## src/design/swpi_pkg.sv

```systemverilog
// package for the stack with positional insert
// holds command and status codes, field widths and the cell control struct
// no dependencies

package swpi_pkg;

    localparam int SWPI_DEPTH = 16;

    localparam int FUNC_W   = 2;
    localparam int VALUE_W  = 32;
    localparam int POS_W    = 5;
    localparam int STATUS_W = 2;
    localparam int LEVEL_W  = 5;

    localparam logic [FUNC_W-1:0] FUNC_PUSH   = 2'd0;
    localparam logic [FUNC_W-1:0] FUNC_POP    = 2'd1;
    localparam logic [FUNC_W-1:0] FUNC_INSERT = 2'd2;

    localparam logic [STATUS_W-1:0] ST_OK    = 2'd0;
    localparam logic [STATUS_W-1:0] ST_EMPTY = 2'd1;
    localparam logic [STATUS_W-1:0] ST_FULL  = 2'd2;
    localparam logic [STATUS_W-1:0] ST_RANGE = 2'd3;

    // broadcast to every cell in the row
    typedef struct packed {
        logic                      shift_down;
        logic                      shift_up;
        logic [POS_W-1:0]          position;
        logic signed [VALUE_W-1:0] value;
    } cell_ctrl_t;

endpackage

```

## src/design/swpi_if.sv

```systemverilog
// item channels of the stack with positional insert
// depends on swpi_pkg for field widths

interface swpi_cmd_if;
    logic                                valid;
    logic                                ready;
    logic [swpi_pkg::FUNC_W-1:0]         func;
    logic signed [swpi_pkg::VALUE_W-1:0] value;
    logic [swpi_pkg::POS_W-1:0]          position;

    modport source (output valid, output func, output value, output position, input ready);
    modport sink   (input valid, input func, input value, input position, output ready);
endinterface

interface swpi_rsp_if;
    logic                                valid;
    logic                                ready;
    logic signed [swpi_pkg::VALUE_W-1:0] read_value;
    logic [swpi_pkg::STATUS_W-1:0]       status;
    logic [swpi_pkg::LEVEL_W-1:0]        level;

    modport source (output valid, output read_value, output status, output level, input ready);
    modport sink   (input valid, input read_value, input status, input level, output ready);
endinterface

```

## src/design/swpi_cell.sv

```systemverilog
// one storage cell of the stack row, cell 0 is the top of the stack
// depends on swpi_pkg for the control struct

module swpi_cell #(
    parameter int IDX = 0
) (
    input  logic                                clk,
    input  swpi_pkg::cell_ctrl_t                ctrl,
    input  logic signed [swpi_pkg::VALUE_W-1:0] up_data,
    input  logic signed [swpi_pkg::VALUE_W-1:0] down_data,
    output logic signed [swpi_pkg::VALUE_W-1:0] data
);
    import swpi_pkg::*;

    localparam int RB = $clog2(IDX + 2);
    localparam int RW = (RB > POS_W) ? RB + 1 : POS_W + 1;

    logic [RW-1:0]             rank;
    logic [RW-1:0]             pos_ext;
    logic signed [VALUE_W-1:0] data_reg;
    logic signed [VALUE_W-1:0] data_next;

    assign rank    = RW'(IDX + 1);
    assign pos_ext = RW'(ctrl.position);

    always_comb
    begin
        data_next = data_reg;
        if (ctrl.shift_down)
        begin
            // cells above the insert depth hold, the one at it loads, the rest move down
            if (rank == pos_ext)
            begin
                data_next = ctrl.value;
            end
            else if (rank > pos_ext)
            begin
                data_next = up_data;
            end
        end
        else if (ctrl.shift_up)
        begin
            data_next = down_data;
        end
    end

    always_ff @(posedge clk)
    begin
        data_reg <= data_next;
    end

    assign data = data_reg;

endmodule

```

## src/design/stack_with_positional_insert.sv

```systemverilog
// Bounded LIFO stack of signed 32-bit values with push, pop and insert at a
// depth counted from the top (1 is the top). The storage is a row of cells,
// cell 0 holding the top; every operation moves the whole row by at most one
// place, so one command item is taken per clock unless the response stalls.
// Each item gives one result item, registered in the cycle after acceptance;
// a command is taken whenever the result register is empty or its item is
// being taken in the same cycle. No clearing pass follows reset: slots are
// undefined until written and are never read beyond the fill count.
// depends on swpi_pkg, swpi_if and swpi_cell

module stack_with_positional_insert #(
    parameter int DEPTH = swpi_pkg::SWPI_DEPTH
) (
    input logic        clk,
    input logic        rst_n,
    swpi_cmd_if.sink   cmd,
    swpi_rsp_if.source rsp
);
    import swpi_pkg::*;

    localparam int CW = $clog2(DEPTH + 1);
    localparam int EW = (CW > POS_W) ? CW + 1 : POS_W + 1;
    localparam int LW = (CW > LEVEL_W) ? CW : LEVEL_W;

    logic [CW-1:0]             count_reg;
    logic [CW-1:0]             count_next;
    logic                      out_valid_reg;
    logic signed [VALUE_W-1:0] read_value_reg;
    logic signed [VALUE_W-1:0] read_value_next;
    logic [STATUS_W-1:0]       status_reg;
    logic [STATUS_W-1:0]       status_next;
    logic [LEVEL_W-1:0]        level_reg;
    logic [LW-1:0]             level_wide;

    logic                      accept;
    logic                      full;
    logic                      empty;
    logic                      range_bad;
    logic                      do_ins;
    logic                      do_pop;
    logic [POS_W-1:0]          ins_pos;
    logic [EW-1:0]             pos_ext;
    logic [EW-1:0]             cnt_ext;
    cell_ctrl_t                ctrl;
    logic signed [VALUE_W-1:0] cell_data [DEPTH];

    assign cmd.ready = !out_valid_reg || rsp.ready;
    assign accept    = cmd.valid && cmd.ready;

    assign full      = (count_reg == CW'(DEPTH));
    assign empty     = (count_reg == '0);
    assign pos_ext   = EW'(cmd.position);
    assign cnt_ext   = EW'(count_reg);
    assign range_bad = (cmd.position == '0) || (pos_ext > cnt_ext + EW'(1));

    always_comb
    begin
        do_ins      = 1'b0;
        do_pop      = 1'b0;
        ins_pos     = POS_W'(1);
        status_next = ST_OK;
        unique case (cmd.func)
            FUNC_PUSH:
            begin
                if (full)
                    status_next = ST_FULL;
                else
                    do_ins = 1'b1;
            end
            FUNC_POP:
            begin
                if (empty)
                    status_next = ST_EMPTY;
                else
                    do_pop = 1'b1;
            end
            FUNC_INSERT:
            begin
                ins_pos = cmd.position;
                if (full)
                    status_next = ST_FULL;
                else if (range_bad)
                    status_next = ST_RANGE;
                else
                    do_ins = 1'b1;
            end
            default:
            begin
                status_next = ST_OK;
            end
        endcase
    end

    assign ctrl.shift_down = accept && do_ins;
    assign ctrl.shift_up   = accept && do_pop;
    assign ctrl.position   = ins_pos;
    assign ctrl.value      = cmd.value;

    always_comb
    begin
        count_next = count_reg;
        if (do_ins)
            count_next = count_reg + CW'(1);
        else if (do_pop)
            count_next = count_reg - CW'(1);
    end

    assign read_value_next = do_pop ? cell_data[0] : '0;
    assign level_wide      = LW'(count_next);

    genvar gi;
    generate
        for (gi = 0; gi < DEPTH; gi++)
        begin : g_cell
            logic signed [VALUE_W-1:0] up_data;
            logic signed [VALUE_W-1:0] down_data;
            if (gi == 0)
            begin : g_top
                assign up_data = cmd.value;
            end
            else
            begin : g_mid_up
                assign up_data = cell_data[gi-1];
            end
            if (gi == DEPTH - 1)
            begin : g_bottom
                assign down_data = cell_data[gi];
            end
            else
            begin : g_mid_down
                assign down_data = cell_data[gi+1];
            end
            swpi_cell #(
                .IDX (gi)
            ) u_cell (
                .clk       (clk),
                .ctrl      (ctrl),
                .up_data   (up_data),
                .down_data (down_data),
                .data      (cell_data[gi])
            );
        end
    endgenerate

    always_ff @(posedge clk or negedge rst_n)
    begin
        if (!rst_n)
        begin
            count_reg     <= '0;
            out_valid_reg <= 1'b0;
        end
        else
        begin
            if (accept)
            begin
                count_reg     <= count_next;
                out_valid_reg <= 1'b1;
            end
            else if (rsp.ready)
            begin
                out_valid_reg <= 1'b0;
            end
        end
    end

    always_ff @(posedge clk)
    begin
        if (accept)
        begin
            read_value_reg <= read_value_next;
            status_reg     <= status_next;
            level_reg      <= level_wide[LEVEL_W-1:0];
        end
    end

    assign rsp.valid      = out_valid_reg;
    assign rsp.read_value = read_value_reg;
    assign rsp.status     = status_reg;
    assign rsp.level      = level_reg;

    // fill count stays within the row
    a_count_bound: assert property (@(posedge clk) disable iff (!rst_n)
        count_reg <= CW'(DEPTH))
        else $error("fill count beyond depth");

    // a push on a stack with room grows it by one
    a_push_grows: assert property (@(posedge clk) disable iff (!rst_n)
        accept && cmd.func == FUNC_PUSH && !full |=> count_reg == $past(count_reg) + CW'(1))
        else $error("push did not grow the stack");

    // a pop returns the old top cell
    a_pop_value: assert property (@(posedge clk) disable iff (!rst_n)
        accept && cmd.func == FUNC_POP && !empty |=> rsp.read_value == $past(cell_data[0]))
        else $error("pop returned the wrong value");

    // an empty refusal always reports a level of zero
    a_empty_level: assert property (@(posedge clk) disable iff (!rst_n)
        rsp.valid && rsp.status == ST_EMPTY |-> rsp.level == '0)
        else $error("empty status with non-zero level");

endmodule
```

## src/flat_wrapper.sv

```systemverilog
// flat-port wrapper written by rule: the top's interface ports become plain ports
module stack_with_positional_insert_flat import swpi_pkg::*;
#(
    parameter int DEPTH = swpi_pkg::SWPI_DEPTH
)
  (clk, rst_n, cmd_valid, cmd_func, cmd_value, cmd_position, cmd_ready, rsp_valid, rsp_read_value, rsp_status, rsp_level, rsp_ready);
  swpi_cmd_if cmd_i ();
  swpi_rsp_if rsp_i ();
  input logic clk;
  input logic rst_n;
  input wire logic [$bits(cmd_i.valid)-1:0] cmd_valid;
  input wire logic [$bits(cmd_i.func)-1:0] cmd_func;
  input wire logic [$bits(cmd_i.value)-1:0] cmd_value;
  input wire logic [$bits(cmd_i.position)-1:0] cmd_position;
  output wire logic [$bits(cmd_i.ready)-1:0] cmd_ready;
  output wire logic [$bits(rsp_i.valid)-1:0] rsp_valid;
  output wire logic [$bits(rsp_i.read_value)-1:0] rsp_read_value;
  output wire logic [$bits(rsp_i.status)-1:0] rsp_status;
  output wire logic [$bits(rsp_i.level)-1:0] rsp_level;
  input wire logic [$bits(rsp_i.ready)-1:0] rsp_ready;
  assign cmd_i.valid = cmd_valid;
  assign cmd_i.func = cmd_func;
  assign cmd_i.value = cmd_value;
  assign cmd_i.position = cmd_position;
  assign cmd_ready = cmd_i.ready;
  assign rsp_valid = rsp_i.valid;
  assign rsp_read_value = rsp_i.read_value;
  assign rsp_status = rsp_i.status;
  assign rsp_level = rsp_i.level;
  assign rsp_i.ready = rsp_ready;
  stack_with_positional_insert #(.DEPTH(DEPTH)) u_core (.clk(clk), .rst_n(rst_n), .cmd(cmd_i), .rsp(rsp_i));
endmodule
```

## config.mk

```make
export PLATFORM = sky130hd
export DESIGN_NAME = stack_with_positional_insert_flat
export DESIGN_NICKNAME = d
export VERILOG_FILES = /design/src/design/swpi_pkg.sv /design/src/design/swpi_if.sv /design/src/design/swpi_cell.sv /design/src/design/stack_with_positional_insert.sv /design/src/flat_wrapper.sv
export SDC_FILE = /design/constraint.sdc
export NUM_CORES = 1
export LEC_CHECK = 0
export BUFFER_PORTS_ARGS = -buffer_cell sky130_fd_sc_hd__buf_2
export CELL_PAD_IN_SITES_DETAIL_PLACEMENT = 1
export CELL_PAD_IN_SITES_GLOBAL_PLACEMENT = 1
export CORE_ASPECT_RATIO = 1.4
export CORE_MARGIN = 1
export CORE_UTILIZATION = 56
export CTS_BUF_LIST = sky130_fd_sc_hd__clkbuf_4 sky130_fd_sc_hd__clkbuf_8
export DETAILED_ROUTE_END_ITERATION = 10
export GPL_ROUTABILITY_DRIVEN = 0
export PLACE_DENSITY_LB_ADDON = 0.12
export SLEW_MARGIN = 20
export SYNTH_ARGS = -nofsm -noshare
export SYNTH_HDL_FRONTEND = slang
export SYNTH_HIERARCHICAL = 1
export SYNTH_SLANG_ARGS = --single-unit
```

## constraint.sdc

```tcl
create_clock -name clk -period 10.6 [get_ports clk]
set_input_delay 2.12 -clock clk [delete_from_list [all_inputs] [get_ports clk]]
set_output_delay 2.12 -clock clk [all_outputs]
set_load 0.02 [all_outputs]
```

==> summary.txt <==
Run status
  • Status: finished clean

Floorplan
  • Number of placement rows: between 100 and 150
  • Die Area: around 56000 um^2
  • Core area: about 54000 um^2
  • Die height: 280 um
  • Starting Density: 56.8%
  • I/O Pins: 84
  • Chip width: approximately 200 um

Run
  • Max Cap Viol: 0

Worst setup path
  • Setup Crit Path Kind: in2reg
  • Critical Path RT: 11.10 ns
  • Startpoint types: primary input
  • Critical path buffers and inverters: 4
  • Crit Path Max Fanout: 228
  • Slowest CP cell: buf_4
  • Crit-path max cell delay: just under 0.8 ns
  • Crit-path leading delay family: buffers and inverters
  • WP data arrival: 6.26 ns
  • Top cell by count, worst path: buf_12
  • Nature of the critical path endpoint: flip-flop
  • Critical path, cell by cell: buf_2 > ha_1 > nand3_1 > o22ai_1 > a31o_2 > a21oi_4 > nor2_4 > buf_12 > buf_12 > buf_4 > nor2_1 > a31oi_1

Clock network
  • CTS Hold Bufs: 0
  • Clk sinks: roughly 560
  • Clock Path Buffers: 3
  • Post-CTS sizing: 0
  • Post-CTS Setup Bufs: 0
  • Skew-Pair Late Insertion Delay: approximately 0.67 ns
  • CTS tree: done
  • Clock buffer count from CTS: 88
  • Clk pin slew, worst setup/hold paths: ~0.06 ns
  • Root Driver: clkbuf_8
  • CTS H-tree depth: 3

Global route
  • Initial antenna violation count: 3
  • Vias in the first global route: 26500
  • Global-route wire length before repair: around 140 mm
  • Tot GR Track Use: a little under a third
  • Largest net degree at the start of global routing: approximately 270
  • Grt ovf: 0

Cells and area
  • Area of the multi-input gates: 12300 um^2
  • Fill count: 6049
  • Commonest non-fill, non-tap cell in the layout: edfxtp_1
  • Layout area overhead: 5.11%
  • Most frequent cells in the layout: edfxtp_1 (551), nor2_1 (520), a31oi_1 (515)
  • Nets@finish: 3082
  • Share of layout cells above drive strength 1: about 11%
  • Max reg flops: 512
  • Reg area: around 17000 um^2

Synthesis
  • Top cell type by total area after synthesis: edfxtp_1
  • Syn Nets: around 3200
  • Most used DFF post-synth: edfxtp_1
  • Yosys warning count: 6
  • Avg Cell Area, Syn: roughly 9.8 um^2
  • Cells after synthesis: roughly 3100
  • Fraction of registers with async set or reset after synthesis: ~1.1%
  • Number of library cell types mapped by synthesis: 69
  • Post-synthesis register bit count: ~560
  • Area share of the largest cell type after synthesis: between 50 and 60%
  • Post-synthesis sequential area ratio: between 50% and 60%
  • Mapped cell area: about 31000 um^2
  • Synth area leaders: edfxtp_1 (54%), a31oi_1 (10%), nor2_1 (6.3%)
  • Number of flops mapped to enable cells by yosys: ~550

STA
  • Period utilization: between 50% and 60%
  • Skew final: ~0.026 ns
  • Fin Setup TNS: 0 ns
  • Worst-margin pin slew: around 1.1 ns
  • Max Freq: around 170 MHz
  • Fin crit period: about 5.8 ns
  • RSZ-0062 raised after global routing: false
  • # setup viols final: 0
  • Pins over their slew limit: 0
  • Hold Vio Cnt, Final: 0
  • Rel. slew slack: a little over a quarter

Route
  • Routed Antenna Nets: 0
  • Starting DRT DRC Count: between 2000 and 2500
  • Vias: 25500
  • First drt pass iteration count: 5
  • Wire length per cell: about 23 um
  • DR vias/cell: between 6 and 7
  • Final wirelength: approximately 87 mm
  • DRC Markers: 0

Pwr
  • PwrDens: 209 nW/um^2
  • Worst VDD drop: 0.142 mV
  • Static Leak: between 0.009 and 0.01 uW
  • Total power: ~6800 uW

Placed design
  • I/O Buffers: between 80 and 90
  • DP Wirelength: between 50 and 60 mm

Hold path
  • Hold Crit Class: reg2reg
## logic make-up after synthesis
logic type	count (synthesis)	share of synthesized area, %
adders and majority gates	7	0.284
muxes	11	0.398
xor gates and xnor gates	8	0.227
DFF	557	54.1
AOI/OAI and AO/OA	1067	19.7
and+or+nand+nor	1145	18.9
buffers and inverters	354	6.35
## synth_stat cells (3+ instances only)
cell,n
a21o_1,3
a21oi_1,7
a31oi_1,516
and2_1,37
and4bb_1,7
buf_1,12
buf_2,50
buf_4,22
buf_6,40
buf_8,5
clkbuf_1,177
clkbuf_2,17
clkbuf_4,4
clkbuf_8,6
dfrtp_1,6
edfxtp_1,551
ha_1,7
inv_1,19
mux2_2,10
nand2_1,14
nand2b_1,4
nand3_1,377
nand3_2,15
nand3b_1,130
nand4bb_1,5
nor2_1,521
nor2b_1,5
nor4_4,3
o211ai_1,4
o21ai_0,245
o21ai_1,271
o21ai_2,7
or3_4,3
or4_4,4
xnor2_1,6
## per-layer routing
layer  track usage [%]  vias up  share of wire, %
met2              54.9      792                52
li1                  -    11700                 -
met4              11.5        0               2.1
met1              38.2    12800                41
met5                 0        -                 0
met3              3.44      140               4.7
## area by class of cell
class                   instances  area share (%)
diodes                          3          0.0232
clock buffers                 123            4.58
clock inverters                27           0.370
inverters                      19           0.220
multi-input cells            2238            37.9
flip-flops and latches        557            51.5
well taps                     721            2.78
repair buffers                128            2.66
## worst register-to-register path: cells and delay by family (launching register included)
family,cells,cell delay [ns]
compound gates,4,0.67
fa+ha+maj,2,0.66
simple gates,4,0.89
flops,1,0.47
buf+inv,3,2.19
xor+xnor,1,0.31
## worst paths after layout
kind	from	endpoint	slack, ns	cells after the start
worst max-delay path	cmd_position[4]	u_core/g_cell[13].u_cell/data[26]	4.84	12
worst min register to register	u_core/rsp.valid	u_core/rsp.valid	0.54	2
worst min-delay path	u_core/rsp.valid	u_core/rsp.valid	0.54	2
max in group asynchronous	rst_n	u_core/count_reg[1]	9.16	1
min in group asynchronous	rst_n	u_core/count_reg[0]	1.28	1
worst max register to register	u_core/count_reg[1]	u_core/g_cell[13].u_cell/data[26]	5.24	14
## through the flow
| stage | util [%] | setup slack (ns) | cells | cell area [um^2] | hold WS, ns |
|---|---|---|---|---|---|
| 2_1_floorplan | - | 3.85 | 3149 | 30800 | 0.517 |
| 3_3_place_gp | 56.5 | 4.47 | 3658 | 30700 | 0.510 |
| 3_5_place_dp | 56.6 | 4.26 | 3661 | 30700 | 0.528 |
| 4_1_cts | 59.5 | 4.98 | 3811 | 32400 | 0.559 |
| 5_1_grt | 59.7 | 4.53 | 3816 | 32400 | 0.585 |
| 6_report | 59.7 | 4.84 | 3816 | 32400 | 0.542 |
## report_power, final
group          switching [uW]  internal [uW]
clock network             857            898
registers                 224           3090
logic                    1160            536
total                    2240           4520
Power figures use the tool's default switching activity.
